**src/rtl/srlp_pkg.sv**
```systemverilog
`timescale 1ns / 1ps

package srlp_pkg;

   // widths
   localparam int ByteWidth  = 8;
   localparam int LevelWidth = 8;
   localparam int MagWidth   = 9;
   localparam int ChanWidth  = 2;
   localparam int PhaseWidth = 2;
   localparam int NumChans   = 3;

   // character codes
   localparam logic [ByteWidth-1:0] CrByte    = 8'd13;
   localparam logic [ByteWidth-1:0] TabByte   = 8'd9;
   localparam logic [ByteWidth-1:0] FeedByte  = 8'd12;
   localparam logic [ByteWidth-1:0] SpaceByte = 8'd32;
   localparam logic [ByteWidth-1:0] PlusByte  = 8'd43;
   localparam logic [ByteWidth-1:0] MinusByte = 8'd45;
   localparam logic [ByteWidth-1:0] ZeroByte  = 8'd48;
   localparam logic [ByteWidth-1:0] NineByte  = 8'd57;

   // magnitude saturation point, one above the largest level
   localparam logic [MagWidth-1:0] MagSat = 9'd256;

   // parse phases
   localparam logic [PhaseWidth-1:0] PhSkip   = 2'd0;
   localparam logic [PhaseWidth-1:0] PhSign   = 2'd1;
   localparam logic [PhaseWidth-1:0] PhDigits = 2'd2;
   localparam logic [PhaseWidth-1:0] PhDone   = 2'd3;

   // channels
   localparam logic [ChanWidth-1:0] ChRed   = 2'd0;
   localparam logic [ChanWidth-1:0] ChGreen = 2'd1;
   localparam logic [ChanWidth-1:0] ChBlue  = 2'd2;

   typedef struct packed {
      logic                  accepted;
      logic [ChanWidth-1:0]  channel;
      logic [LevelWidth-1:0] parsed_level;
      logic                  apply;
      logic [LevelWidth-1:0] red_level;
      logic [LevelWidth-1:0] green_level;
      logic [LevelWidth-1:0] blue_level;
   } srlp_result_type;

endpackage

```
**src/rtl/srlp_req_if.sv**
```systemverilog
`timescale 1ns / 1ps

interface srlp_req_if import srlp_pkg::*; ();
   logic                 valid;
   logic                 ready;
   logic [ByteWidth-1:0] rx_byte;

   modport source (output valid, output rx_byte, input ready);
   modport sink (input valid, input rx_byte, output ready);
endinterface

```
**src/rtl/srlp_rsp_if.sv**
```systemverilog
`timescale 1ns / 1ps

interface srlp_rsp_if import srlp_pkg::*; ();
   logic                  valid;
   logic                  ready;
   logic                  accepted;
   logic [ChanWidth-1:0]  channel;
   logic [LevelWidth-1:0] parsed_level;
   logic                  apply;
   logic [LevelWidth-1:0] red_level;
   logic [LevelWidth-1:0] green_level;
   logic [LevelWidth-1:0] blue_level;

   modport source (output valid, output accepted, output channel, output parsed_level,
                   output apply, output red_level, output green_level,
                   output blue_level, input ready);
   modport sink (input valid, input accepted, input channel, input parsed_level,
                 input apply, input red_level, input green_level,
                 input blue_level, output ready);
endinterface

```
**src/rtl/srlp_in_stage.sv**
```systemverilog
`timescale 1ns / 1ps

module srlp_in_stage import srlp_pkg::*; (
   input  logic                 clock,
   input  logic                 reset,
   srlp_req_if.sink             req_if,
   input  logic                 advance,
   output logic                 item_valid,
   output logic [ByteWidth-1:0] item_byte
);

   logic                 valid_ff;
   logic                 valid_in;
   logic [ByteWidth-1:0] byte_ff;
   logic                 take;

   // room when empty or when the held request moves on this cycle
   assign req_if.ready = !valid_ff || advance;
   assign take         = req_if.valid && req_if.ready;

   always_comb begin
      priority if (take) begin
         valid_in = 1'b1;
      end else if (advance) begin
         valid_in = 1'b0;
      end else begin
         valid_in = valid_ff;
      end
   end

   always_ff @(posedge clock) begin
      if (reset) begin
         valid_ff <= 1'b0;
      end else begin
         valid_ff <= valid_in;
      end
   end

   // request byte holding register
   always_ff @(posedge clock) begin
      if (take) begin
         byte_ff <= req_if.rx_byte;
      end
   end

   assign item_valid = valid_ff;
   assign item_byte  = byte_ff;

endmodule

```
**src/rtl/srlp_parse.sv**
```systemverilog
`timescale 1ns / 1ps

module srlp_parse import srlp_pkg::*; (
   input  logic                 clock,
   input  logic                 reset,
   input  logic                 step,
   input  logic [ByteWidth-1:0] item_byte,
   output logic                 is_cr,
   output srlp_result_type      result
);

   logic [PhaseWidth-1:0] phase_ff, phase_in;
   logic                  neg_ff, neg_in;
   logic [MagWidth-1:0]   mag_ff, mag_in;
   logic [ChanWidth-1:0]  chan_ff, chan_in;
   logic [LevelWidth-1:0] levels_ff [NumChans];
   logic [LevelWidth-1:0] levels_in [NumChans];

   logic                  is_space;
   logic                  is_digit;
   logic [3:0]            digit;
   logic [11:0]           prod;
   logic [MagWidth-1:0]   mag_digit;
   logic [ChanWidth-1:0]  ch;
   logic                  ok;
   logic                  apply;

   // character classes
   assign is_cr    = (item_byte == CrByte);
   assign is_space = (item_byte == SpaceByte) ||
                     ((item_byte >= TabByte) && (item_byte <= FeedByte));
   assign is_digit = (item_byte >= ZeroByte) && (item_byte <= NineByte);
   assign digit    = 4'(item_byte - ZeroByte);

   // magnitude times ten plus digit, saturated
   assign prod      = ({3'b000, mag_ff} << 3) + ({3'b000, mag_ff} << 1) + {8'h00, digit};
   assign mag_digit = (prod > {3'b000, MagSat}) ? MagSat : prod[MagWidth-1:0];

   // line end check
   assign ch    = (chan_ff == 2'd3) ? ChBlue : chan_ff;
   assign ok    = !mag_ff[MagWidth-1] && !(neg_ff && (mag_ff != '0));
   assign apply = ok && (ch == ChBlue);

   // next parse and level state
   always_comb begin
      phase_in  = phase_ff;
      neg_in    = neg_ff;
      mag_in    = mag_ff;
      chan_in   = chan_ff;
      levels_in = levels_ff;
      if (is_cr) begin
         phase_in = PhSkip;
         neg_in   = 1'b0;
         mag_in   = '0;
         if (ok) begin
            levels_in[ch] = mag_ff[LevelWidth-1:0];
            chan_in       = apply ? ChRed : ch + 2'd1;
         end
      end else begin
         unique case (phase_ff)
            PhSkip: begin
               priority if (is_space) begin
                  phase_in = PhSkip;
               end else if (item_byte == PlusByte) begin
                  phase_in = PhSign;
               end else if (item_byte == MinusByte) begin
                  neg_in   = 1'b1;
                  phase_in = PhSign;
               end else if (is_digit) begin
                  mag_in   = {5'b00000, digit};
                  phase_in = PhDigits;
               end else begin
                  phase_in = PhDone;
               end
            end
            PhSign, PhDigits: begin
               if (is_digit) begin
                  mag_in   = mag_digit;
                  phase_in = PhDigits;
               end else begin
                  phase_in = PhDone;
               end
            end
            PhDone: begin
               phase_in = PhDone;
            end
            default: begin
               phase_in = PhDone;
            end
         endcase
      end
   end

   always_ff @(posedge clock) begin
      if (reset) begin
         phase_ff  <= PhSkip;
         neg_ff    <= 1'b0;
         mag_ff    <= '0;
         chan_ff   <= ChRed;
         levels_ff <= '{default: '0};
      end else if (step) begin
         phase_ff  <= phase_in;
         neg_ff    <= neg_in;
         mag_ff    <= mag_in;
         chan_ff   <= chan_in;
         levels_ff <= levels_in;
      end
   end

   // response for a line end, levels as they stand after it
   always_comb begin
      result.accepted     = ok;
      result.channel      = ch;
      result.parsed_level = ok ? mag_ff[LevelWidth-1:0] : '0;
      result.apply        = apply;
      result.red_level    = levels_in[0];
      result.green_level  = levels_in[1];
      result.blue_level   = levels_in[2];
   end

`ifndef SYNTHESIS
   a_mag_bound: assert property (@(posedge clock) disable iff (reset)
      mag_ff <= MagSat)
      else $error("magnitude above saturation");

   a_chan_range: assert property (@(posedge clock) disable iff (reset)
      chan_ff != 2'd3)
      else $error("channel index out of range");

   a_cr_clears: assert property (@(posedge clock) disable iff (reset)
      step && is_cr |=> (phase_ff == PhSkip) && !neg_ff && (mag_ff == '0))
      else $error("line end did not clear parse state");

   a_levels_hold: assert property (@(posedge clock) disable iff (reset)
      step && !is_cr |=> $stable(chan_ff) && $stable(levels_ff[0]) &&
                         $stable(levels_ff[1]) && $stable(levels_ff[2]))
      else $error("levels changed without a line end");

   a_apply_wraps: assert property (@(posedge clock) disable iff (reset)
      step && is_cr && apply |=> chan_ff == ChRed)
      else $error("channel did not wrap after apply");
`endif

endmodule

```
**src/rtl/srlp_out_stage.sv**
```systemverilog
`timescale 1ns / 1ps

module srlp_out_stage import srlp_pkg::*; (
   input  logic            clock,
   input  logic            reset,
   input  logic            load,
   input  srlp_result_type result,
   output logic            out_free,
   srlp_rsp_if.source      rsp_if
);

   logic            valid_ff;
   logic            valid_in;
   srlp_result_type data_ff;

   // slot frees when empty or taken this cycle
   assign out_free = !valid_ff || rsp_if.ready;

   always_comb begin
      priority if (load) begin
         valid_in = 1'b1;
      end else if (rsp_if.ready) begin
         valid_in = 1'b0;
      end else begin
         valid_in = valid_ff;
      end
   end

   always_ff @(posedge clock) begin
      if (reset) begin
         valid_ff <= 1'b0;
      end else begin
         valid_ff <= valid_in;
      end
   end

   always_ff @(posedge clock) begin
      if (load) begin
         data_ff <= result;
      end
   end

   // drive response channel
   assign rsp_if.valid        = valid_ff;
   assign rsp_if.accepted     = data_ff.accepted;
   assign rsp_if.channel      = data_ff.channel;
   assign rsp_if.parsed_level = data_ff.parsed_level;
   assign rsp_if.apply        = data_ff.apply;
   assign rsp_if.red_level    = data_ff.red_level;
   assign rsp_if.green_level  = data_ff.green_level;
   assign rsp_if.blue_level   = data_ff.blue_level;

endmodule

```
**src/rtl/serial_rgb_level_parser.sv**
```systemverilog
`timescale 1ns / 1ps
// serial rgb level parser
// req_if carries one received character per request (rx_byte). Each line
// ending in carriage return is parsed as a signed decimal number; a value
// 0..255 sets the current channel's level (red, green, blue in turn) and
// advances the channel, anything else is rejected and the channel repeats.
// rsp_if carries one response per carriage return: accepted, channel,
// parsed_level, apply (blue accepted) and the three stored levels.
// Characters other than carriage return give no response.
// Throughput: one request per cycle while no carriage return waits on a full
// response register; the parse logic between the two registers is combinational.
// A carriage return is held in the input register, then its response in the
// response register, which it enters once that register frees.
// Reset (synchronous, active high) empties both registers, selects red,
// clears all levels and the parse state.
// A stalled rsp_if holds the response; characters that are not carriage
// returns keep flowing, and a carriage return waits in the input register
// until the response register frees, holding req_if.ready low meanwhile.
module serial_rgb_level_parser import srlp_pkg::*; (
   input  logic       clock,
   input  logic       reset,
   srlp_req_if.sink   req_if,
   srlp_rsp_if.source rsp_if
);

   logic                 item_valid;
   logic [ByteWidth-1:0] item_byte;
   logic                 is_cr;
   logic                 out_free;
   logic                 advance;
   logic                 load;
   srlp_result_type      result;

   // a character moves on unless it is a line end facing a full response slot
   assign advance = item_valid && (!is_cr || out_free);
   assign load    = advance && is_cr;

   srlp_in_stage u_in_stage (
      .clock      (clock),
      .reset      (reset),
      .req_if     (req_if),
      .advance    (advance),
      .item_valid (item_valid),
      .item_byte  (item_byte)
   );

   srlp_parse u_parse (
      .clock     (clock),
      .reset     (reset),
      .step      (advance),
      .item_byte (item_byte),
      .is_cr     (is_cr),
      .result    (result)
   );

   srlp_out_stage u_out_stage (
      .clock    (clock),
      .reset    (reset),
      .load     (load),
      .result   (result),
      .out_free (out_free),
      .rsp_if   (rsp_if)
   );

endmodule

```
**src/flat_wrapper.sv**
```systemverilog
// flat-port wrapper written by rule: the top's interface ports become plain ports
module serial_rgb_level_parser_flat import srlp_pkg::*;
  (clock, reset, req_if_valid, req_if_rx_byte, req_if_ready, rsp_if_valid, rsp_if_accepted, rsp_if_channel, rsp_if_parsed_level, rsp_if_apply, rsp_if_red_level, rsp_if_green_level, rsp_if_blue_level, rsp_if_ready);
  srlp_req_if req_if_i ();
  srlp_rsp_if rsp_if_i ();
  input  logic clock;
  input  logic reset;
  input wire logic [$bits(req_if_i.valid)-1:0] req_if_valid;
  input wire logic [$bits(req_if_i.rx_byte)-1:0] req_if_rx_byte;
  output wire logic [$bits(req_if_i.ready)-1:0] req_if_ready;
  output wire logic [$bits(rsp_if_i.valid)-1:0] rsp_if_valid;
  output wire logic [$bits(rsp_if_i.accepted)-1:0] rsp_if_accepted;
  output wire logic [$bits(rsp_if_i.channel)-1:0] rsp_if_channel;
  output wire logic [$bits(rsp_if_i.parsed_level)-1:0] rsp_if_parsed_level;
  output wire logic [$bits(rsp_if_i.apply)-1:0] rsp_if_apply;
  output wire logic [$bits(rsp_if_i.red_level)-1:0] rsp_if_red_level;
  output wire logic [$bits(rsp_if_i.green_level)-1:0] rsp_if_green_level;
  output wire logic [$bits(rsp_if_i.blue_level)-1:0] rsp_if_blue_level;
  input wire logic [$bits(rsp_if_i.ready)-1:0] rsp_if_ready;
  assign req_if_i.valid = req_if_valid;
  assign req_if_i.rx_byte = req_if_rx_byte;
  assign req_if_ready = req_if_i.ready;
  assign rsp_if_valid = rsp_if_i.valid;
  assign rsp_if_accepted = rsp_if_i.accepted;
  assign rsp_if_channel = rsp_if_i.channel;
  assign rsp_if_parsed_level = rsp_if_i.parsed_level;
  assign rsp_if_apply = rsp_if_i.apply;
  assign rsp_if_red_level = rsp_if_i.red_level;
  assign rsp_if_green_level = rsp_if_i.green_level;
  assign rsp_if_blue_level = rsp_if_i.blue_level;
  assign rsp_if_i.ready = rsp_if_ready;
  serial_rgb_level_parser u_core (.clock(clock), .reset(reset), .req_if(req_if_i), .rsp_if(rsp_if_i));
endmodule
```
**config.mk**
```make
export PLATFORM = sky130hd
export DESIGN_NAME = serial_rgb_level_parser_flat
export DESIGN_NICKNAME = d
export VERILOG_FILES = /design/src/rtl/srlp_pkg.sv /design/src/rtl/srlp_req_if.sv /design/src/rtl/srlp_rsp_if.sv /design/src/rtl/srlp_in_stage.sv /design/src/rtl/srlp_parse.sv /design/src/rtl/srlp_out_stage.sv /design/src/rtl/serial_rgb_level_parser.sv /design/src/flat_wrapper.sv
export SDC_FILE = /design/constraint.sdc
export NUM_CORES = 1
export LEC_CHECK = 0
export ABC_AREA = 1
export ABC_CLOCK_PERIOD_IN_PS = 3100
export BUFFER_PORTS_ARGS = -buffer_cell sky130_fd_sc_hd__buf_2
export CORE_MARGIN = 2
export CORE_UTILIZATION = 44
export CTS_CLUSTER_DIAMETER = 40
export CTS_CLUSTER_SIZE = 28
export DETAILED_ROUTE_END_ITERATION = 12
export PLACE_DENSITY = 0.61
export SYNTH_ARGS = -nofsm -noshare
export SYNTH_HDL_FRONTEND = slang
export SYNTH_SLANG_ARGS = --single-unit
```
**constraint.sdc**
```tcl
create_clock -name clock -period 3.1 [get_ports clock]
set_input_delay 0.62 -clock clock [delete_from_list [all_inputs] [get_ports clock]]
set_output_delay 0.62 -clock clock [all_outputs]
set_load 0.02 [all_outputs]
```
; ---- After elaboration in Yosys (flattened, before gate mapping)
; Cells that the tools add are included.
; Widths: inputs -> output; s select.
[totals]
register_bits = 84
inputBits = 12
out_inout_bits = 38
wordCells = 104
[classes]
addsub = 4
magnitude_cmp = 7
eq_ne = 16
n_mux = 30
bitwise = 1
reduce_logical = 29
[ops]
columns = cell, count
row1 = $mux 9, 7
row2 = $mux 24, 2
row3 = $bwmux 24, 1
row4 = $eq 8x6->1 const B, 3
row5 = $pmux 9 s2, 1
row6 = $demux 8 s2, 1
row7 = $ne 3x2->1 const B, 5
row8 = $add 12x10->12, 1
row9 = $add 12x4->12, 1
row10 = $gt 12x9->1 const B, 1
row11 = $mux 2, 6
row12 = $mux 1, 10
row13 = $logic_and 1x1->1, 9
row14 = $reduce_bool 9->1, 1
row15 = $eq 2x2->1 const B, 4
row16 = $eq 8x4->1 const B, 1
row17 = $ge 8x4->1 const B, 1
row18 = $ge 8x6->1 const B, 1
row19 = $le 8x4->1 const B, 1
row20 = $le 8x6->1 const B, 1
row21 = $mux 8, 1
row22 = $reduce_bool 2->1, 4
row23 = $reduce_and 7->1, 1
row24 = $pmux 2 s3, 1
row25 = 14 further kinds, 22

; ---- Logic depth before layout (Yosys ltp)
; Gate-level depths: netlist of the first run.
[logic_depth]
depth_word = 10
mapped_depth = 17
mapped_depth_nobuf = 17

; ---- Modules after synthesis
; Synthesis of the first run repeated with hierarchy kept, for this count alone.
[unflattened]
cells_unflattened = 478
area_unflattened_um2 = 4302.9
[modules_own_cells]
columns = module, instances, cells_per_inst, area_each_um2
row1 = srlp_parse, 1, 418, 2866.5
row2 = srlp_out_stage, 1, 41, 1123.6
row3 = srlp_in_stage, 1, 14, 287.8
row4 = serial_rgb_level_parser, 1, 5, 25.0

; ---- Worst setup path after synthesis of the first run
; OpenSTA, ideal clock, no wires.
[synth_timing]
path_type = flip-flop to flip-flop
startpoint = reg u_core.u_parse.mag_ff[0]
endpoint = reg u_core.u_parse.mag_ff[4]
setup_ns = 0.070
arrival_time_ns = 2.565
required_ns = 3.030
slack_ns = 0.466
path_stages_with_launch = 13
path_buffers = 0
synth_period_minus_slack_ns = 2.634
cell_sequence = dfxtp_1 > inv_1 > fa_1 > fa_1 > nand3b_1 > nand2_1 > nand2_1 > nand3_1 > nand2_1 > nor2_1 > nand3_1 > or2_2 > a21oi_1
[synth_between]
elab_chain_cells = 7
[synth_rtl]
columns = element, line
row1 = "start, declared", srlp_parse.sv:14  ; logic [MagWidth-1:0] mag_ff, mag_in;
row2 = "start signal, assigned", srlp_parse.sv:104  ; mag_ff <= mag_in;
row3 = $add 12x10->12 (*), srlp_parse.sv:36  ; assign prod = ({3'b000, mag_ff} << 3) + ({3'b000, mag_ff} << 1) + {8'h00, digit};
row4 = $add 12x4->12 (*), srlp_parse.sv:36
row5 = $gt 12x9->1, srlp_parse.sv:37  ; assign mag_digit = (prod > {3'b000, MagSat}) ? MagSat : prod[MagWidth-1:0];
row6 = $mux 9 (*), srlp_parse.sv:37
row7 = $mux 9 (*), srlp_parse.sv:77  ; if (is_digit) begin
row8 = $pmux 9 s2 (*), srlp_parse.sv:60  ; unique case (phase_ff)
row9 = $mux 9 (*), srlp_parse.sv:51  ; if (is_cr) begin
; Every way passes the cells marked *; elsewhere a longest branch is shown, timed or not. The select of a mux whose other input is x is not followed.
; A chain may end at the register's enable or synchronous reset.

; ---- Final worst setup path of the first run
; Ends and elaborated chain as after synthesis.

==> metrics, run 1 <==
Max Root-Sink Buffers 2; Final Cycle Share just over 90%; P_leak between 2 and 2.5 nW; post-route DRC violation count 0; Mapped Cells 491; grt ovf 0; clk slew on worst S/H paths about 0.08 ns; Die W 101 um; Post-Synth Simple-Gate Area about a quarter; Root Buffer clkbuf_8; Vias 3262; Setup Crit Path Kind register to register; initial core utilization ~45%; CTS tree built; status finished clean; Synth Area in XOR/XNOR 0.211%; TritonCTS Buffers 9; Final GP Congestion slightly below 0.9; Antenna diodes 0; vias in the first global route 3011; post-synthesis area per instance approximately 8.5 sq um; die area 0.0102 sq mm; Tot GR Track Use 17.4%; Synth Area in Adders between 6 and 7%; R2R Path End u_core.u_parse.mag_ff[4]; maxcap violations 0; Setup Buffers After CTS 0; post-layout util 50.8%; Hold Vio Cnt, Final 0; CP arrival 3.13 ns; TritonRoute pass-1 iters 4; largest net degree at the start of global routing 39; post-DR wirelength/cell 12.8 um; fill count 906; io pins 50; Setup TNS 0 ns; die height 101 um; Setup Skew around 0.0096 ns; antenna violations before repair 0; post-synthesis mux area share 0%; startpoint type of the worst setup path register; Synth Warn # 0; share of layout cells above drive strength 1 between 15 and 20%; Cell Chain, Critical Path inv_2 > fa_1 > fa_1 > nand3b_1 > nand2_1 > nand2_1 > nand3_1 > nand2_1 > nor2_1 > nand3_1 > or2_2 > a21oi_1; row count 35; first-pass GRT wire length 13900 um; Least-Margin Pin Slew 0.761 ns; Hold Path End u_core.u_in_stage.item_byte[6]; insertion delay to the later sink of the worst-skew pair 0.35 ns; crit path from u_core.u_parse.mag_ff[0]; WP buf/inv 1; H-tree depth 3; hold depth 1; Final nets 575; unrepaired setup endpoints after global routing no; Rel. slew slack 49.2%; drt first-iter violations 135; CP max stage delay 0.53 ns; Via density 4.96; cell family with most CP delay simple AND/OR/NAND/NOR gates; Crit path required time around 3.4 ns; Final Critical Period about 2.9 ns; synthesized cell area ~0.0041 sq mm; main combinational cell family by area after synthesis simple AND/OR/NAND/NOR gates; Hold Path Class input port to register; reg2reg start u_core.u_parse.mag_ff[0]; worst hold start req_if_rx_byte[6]; port bufs 49; CTS sink count 84; syn nets 524; ANT nets after route 0; CP endpoint kind register; max frequency 0.350 GHz; Netlist cell types 34; post-synthesis sequential area ratio 51.1%; Max Slew Vio Count 0; Synth Register Bits 84; Layout Area Growth over Synthesis 12.7%; Worst path slowest cell fa_1; power density cells around 470 mW/mm^2; stages on the worst setup path 12; most used cell, CP nand2_1; area of the core 0.00920 sq mm; worst-path fanout max 5; Final HPWL DP around 6100 um; cells on worst reg2reg path 12; Final setup violation count 0; final WL between 8000 and 9000 um; worst vdd ir 199 uV; worst reg-to-reg setup slack 0.25 ns; area fraction in compound gates after synthesis 8.75%
[cell type report]
| class | count | area, sq um | area share [%] |
|---|---|---|---|
| Tap cell | 111 | 139 | 2.97 |
| Clock buffer | 10 | 128 | 2.73 |
| Clock inverter | 5 | 53.8 | 1.15 |
| Sequential cell | 84 | 2120 | 45.4 |
| Timing Repair Buffer | 52 | 268 | 5.73 |
| Inverter | 55 | 206 | 4.42 |
| Multi-Input combinational cell | 340 | 1760 | 37.6 |
[metrics by stage]
step	setup slack, ns	cell area, sq um	hold slack (ns)	total power [mW]	cells
2_1_floorplan	0.466	4150	0.461	1.42	491
3_3_place_gp	0.307	4490	0.477	1.47	642
3_5_place_dp	0.192	4490	0.481	1.48	642
4_1_cts	0.174	4680	0.423	2.21	657
5_1_grt	0.0474	4680	0.421	2.31	657
6_report	0.246	4680	0.441	2.20	657
[sequential cells by signal, indices dropped and copies added, names as in the netlist]
name / count
u_core.u_in_stage.item_valid: 1
u_core.u_out_stage.rsp_if.valid: 1
u_core.u_parse.neg_ff: 1
u_core.u_out_stage.rsp_if.green_level: 8
u_core.u_out_stage.rsp_if.blue_level: 8
u_core.u_out_stage.rsp_if.red_level: 8
u_core.u_in_stage.item_byte: 8
u_core.u_parse.phase_ff: 2
u_core.u_out_stage.rsp_if.parsed_level: 8
u_core.u_out_stage.rsp_if.channel: 2
u_core.u_parse.chan_ff: 2
u_core.u_parse.levels_ff: 24
u_core.u_out_stage.rsp_if.apply: 1
u_core.u_out_stage.rsp_if.accepted: 1
u_core.u_parse.mag_ff: 9
[worst max path at each step]
stage	endpoint	slack, ns
2_1_floorplan	u_core.u_parse.mag_ff[4]	0.47
3_3_place_gp	u_core.u_parse.mag_ff[4]	0.31
3_5_place_dp	u_core.u_parse.mag_ff[4]	0.19
4_1_cts	u_core.u_parse.mag_ff[4]	0.17
5_1_grt	u_core.u_parse.mag_ff[4]	0.05
6_report	u_core.u_parse.mag_ff[4]	0.25
[cells by family after synthesis]
family,Yosys count
simple gates,252
flops,84
buf+inv,67
compound gates,66
fa+ha+maj,21
xor+xnor,1
[power by group]
group / internal (mW) / switching (mW) / total [mW]
logic: 0.0807 / 0.138 / 0.219
clock network: 0.366 / 0.382 / 0.748
registers: 1.20 / 0.0280 / 1.23
total: 1.65 / 0.548 / 2.20
[metal layers]
metal / vias up / track usage, % / wire length [um]
met2: 59 / 29.2 / 4010
met3: 6 / 3.61 / 323
met1: 1474 / 22.4 / 3980
met5: - / 0 / 0
met4: 0 / 6.13 / 63
li1: 1723 / - / -
[cells in the final DEF (no fill, tap or decap), types with 2 or more instances in the layout]
cell type,synthesis,final
a21oi_1,20,20
buf_2,1,49
buf_4,0,3
clkbuf_8,0,9
clkinv_2,0,3
dfxtp_1,40,40
edfxtp_1,44,44
fa_1,2,2
ha_1,19,19
inv_1,51,50
inv_2,3,4
nand2_1,112,112
nand3_1,34,34
nand3_2,2,2
nand3_4,2,2
nand3b_1,3,3
nand4_1,6,6
nor2_1,80,80
nor3_1,4,4
o21ai_0,27,27
o21ai_1,13,13
o21ai_2,3,3
or2_2,3,3
[synthesized netlist by cell type (all sizes together)]
| cell type | number | area [sq um] |
|---|---|---|
| nor3 | 4 | 20.0 |
| a21oi | 21 | 116 |
| clkbuf | 7 | 26.3 |
| o21bai | 1 | 7.51 |
| ha | 19 | 238 |
| buf | 5 | 35.0 |
| dfxtp | 40 | 801 |
| nand2 | 114 | 438 |
| nand3b | 3 | 22.5 |
| or2 | 3 | 18.8 |
| nor2 | 81 | 320 |
| fa | 2 | 40.0 |
| o21ai | 43 | 226 |
| a211oi | 1 | 12.5 |
| inv | 54 | 203 |
| nand4 | 7 | 50.1 |
| nor4b | 1 | 8.76 |
| edfxtp | 44 | 1320 |
| nor4 | 1 | 6.26 |
| xnor2 | 1 | 8.76 |
| nand3 | 38 | 225 |
| clkinv | 1 | 3.75 |
[timing repair]
item	in CTS	in global routing
hold buffers	0	0
endpoints found under the hold margin	0	0
setup endpoints to repair	0	1
gates resized for setup	0	1
Power figures use the tool's default switching activity.
==> inputs of run 2 (changes only) <==
--- a/config.mk
+++ b/config.mk
@@ -6,14 +6,14 @@
 export NUM_CORES = 1
 export LEC_CHECK = 0
 export ABC_AREA = 1
-export ABC_CLOCK_PERIOD_IN_PS = 3100
+export ABC_CLOCK_PERIOD_IN_PS = 2400
 export BUFFER_PORTS_ARGS = -buffer_cell sky130_fd_sc_hd__buf_2
 export CORE_MARGIN = 2
 export CORE_UTILIZATION = 44
 export CTS_CLUSTER_DIAMETER = 40
 export CTS_CLUSTER_SIZE = 28
 export DETAILED_ROUTE_END_ITERATION = 12
-export PLACE_DENSITY = 0.61
+export PLACE_DENSITY = 0.64
 export SYNTH_ARGS = -nofsm -noshare
 export SYNTH_HDL_FRONTEND = slang
 export SYNTH_SLANG_ARGS = --single-unit
==> constraint.sdc (replaced) <==
create_clock -name clock -period 2.4 [get_ports clock]
set_input_delay 0.48 -clock clock [delete_from_list [all_inputs] [get_ports clock]]
set_output_delay 0.48 -clock clock [all_outputs]
set_load 0.02 [all_outputs]
==> run 2 against run 1 <==
Effect of this change: the run now ends with setup timing left; cell area increased by 8.4%; register-to-register slack got worse by 0.40 ns; worst setup slack lost 0.40 ns; routed wire length grew 5.1%; count of clock-buffer cells in the layout unchanged; via count is 7.1% higher; critical path depth up 1; critical path type unchanged; highest routed layer unchanged.
==> metrics, run 2 (synthesis gave the netlist of run 1 again) <==
status finished, violations left; vias in the first global route 3207 (+6.5%); CP endpoint kind register; post-DR wirelength/cell 12.7 um (-0.22%); Crit path required time 2.70 ns (-0.68 ns); clk slew on worst S/H paths 0.08 ns (about the same); CTS sink count 84 (unchanged); Final setup violation count 7 (+7); Hold Path Class input port to register; Max Root-Sink Buffers 2 (unchanged); hold buffers post-CTS 0 (unchanged); Hold Vio Cnt, Final 0 (unchanged); die height 101 um (unchanged); drt first-iter violations 130 (-3.7%); Vias 3493 (+7.1%); max reg flops 24 (unchanged); Tot GR Track Use 17.7% (+0.31 points); Max Slew Vio Count 0 (unchanged); Least-Margin Pin Slew 0.555 ns (-0.206 ns); insertion delay to the later sink of the worst-skew pair 0.36 ns (about the same); final worst slack -0.149 ns (-0.395 ns); startpoint type of the worst setup path register; total power 2.98 mW (+35%); worst vdd ir 334 uV (+68%); die area 0.0102 sq mm (unchanged); final WL 8810 um (+5.1%); Final GP Congestion 0.866 (-1.4%); DP Area 0.00472 sq mm (+5.0%); Rel. slew slack 62.9% (+14 points); grt ovf 0 (unchanged); Layout Cell Area excl Fill 0.00507 sq mm (+8.4%); Root Buffer clkbuf_8; Final HPWL DP 6430 um (+4.9%); Final nets 609 (+5.9%); CP arrival 2.85 ns (-0.28 ns); Setup Crit Path Kind register to register; unrepaired setup endpoints after global routing yes; share of layout cells above drive strength 1 25.1% (+9.4 points); Layout Area Growth over Synthesis 22.1%; most frequent cells in the layout nand2_1, nor2_1, buf_2; post-route DRC violation count 0 (unchanged); TritonCTS Buffers 9 (unchanged); post-layout util 55.1% (+4.3 points); worst-path fanout max 4 (-1); port bufs 49 (unchanged); Most flops, register u_core.u_parse.levels_ff; Final Cycle Share 106% (+14 points); largest net degree at the start of global routing 37 (-5.1%); io pins 50 (unchanged); Setup Skew 0.00923 ns (-0.000352 ns); Via density 5.05 (+1.7%); P_leak 2.32 nW (+9.3%); Die W 101 um (unchanged); antenna violations before repair 0 (unchanged); Largest regs u_core.u_parse.levels_ff x24, u_core.u_parse.mag_ff x9; initial core utilization 45.1% (unchanged); max frequency 0.392 GHz (+12%); Antenna diodes 0 (unchanged); Setup TNS -0.784 ns (-0.784 ns); TritonRoute pass-1 iters 4 (unchanged); maxcap violations 0 (unchanged); CTS tree built; commonest non-fill, non-tap cell in the layout nand2_1; Setup WS pre-CTS -0.164 ns (-0.356 ns); row count 35 (unchanged); ANT nets after route 0 (unchanged); power density cells 588 mW/mm^2 (+25%); failing checks setup timing; Final Critical Period 2.55 ns (-0.305 ns); area of the core 0.00920 sq mm (unchanged); first-pass GRT wire length 14200 um (+2.2%); H-tree depth 3 (unchanged)
==> run 2: cell types whose count changed in the layout (fill, tap and decap cells not counted), sizes merged <==
cell | before | now
buf | 52 | 86
clkinv | 5 | 2
clkinvlp | 0 | 1
inv | 54 | 57
==> run 2: repair_timing <==
item | CTS | global route
endpoints found under the setup margin | 7 | 46
buffers inserted | 3 | 4
pin swaps | 1 | 11
resized for setup | 8 | 18
==> run 2: stage by stage <==
| step | instances | hold WS [ns] |
|---|---|---|
| 5_1_grt | 692 | 0.279 |
| 3_5_place_dp | 669 | 0.488 |
| 6_report | 692 | 0.295 |
| 4_1_cts | 688 | 0.280 |
| 3_3_place_gp | 669 | 0.477 |
| 2_1_floorplan | 491 | 0.461 |
==> run 2: area by class of cell <==
type	instances	area (sq um)
fillers	846	4130
multi-input cells	340	1860
inverters	55	206
flip-flops and latches	84	2120
clock buffers	10	128
clock inverters	6	71.3
well taps	111	139
repair buffers	86	536
==> run 2: routing by layer <==
| layer | up-vias | global-route usage [%] | wire length [um] |
|---|---|---|---|
| met5 | - | 0 | 0 |
| met4 | 0 | 6.03 | 123 |
| met3 | 15 | 4.85 | 352 |
| met2 | 78 | 31.6 | 4420 |
| met1 | 1609 | 20.5 | 3910 |
| li1 | 1791 | - | - |
==> run 2: power by group <==
group	leakage, nW	switching [mW]	internal [mW]	total [mW]
Sequential	0.735	0.0279	1.55	1.58
Combinational	1.48	0.216	0.154	0.369
Clock	0.0992	0.531	0.494	1.03
==> run 2: final timing paths <==
check        slack [ns]                           start                        endpoint  depth (start not counted)
max               -0.15  u_core.u_in_stage.item_byte[2]        u_core.u_parse.mag_ff[6]                         13
max reg2reg       -0.15  u_core.u_in_stage.item_byte[2]        u_core.u_parse.mag_ff[6]                         13
min reg2reg        0.50      u_core.u_parse.phase_ff[1]      u_core.u_parse.phase_ff[1]                          2
min                0.30               req_if_rx_byte[3]  u_core.u_in_stage.item_byte[3]                          1
==> run 2: worst max-delay path, cell delays in order (launching register included) <==
cell      delay, ns
edfxtp_1       0.40
ha_1           0.30
ha_2           0.18
inv_2          0.04
fa_2           0.39
nand3b_1       0.20
nand2_2        0.11
nand2_2        0.07
nand3_2        0.08
nand2_2        0.07
nor2_4         0.16
nand3_4        0.12
or2_4          0.25
a21oi_2        0.12
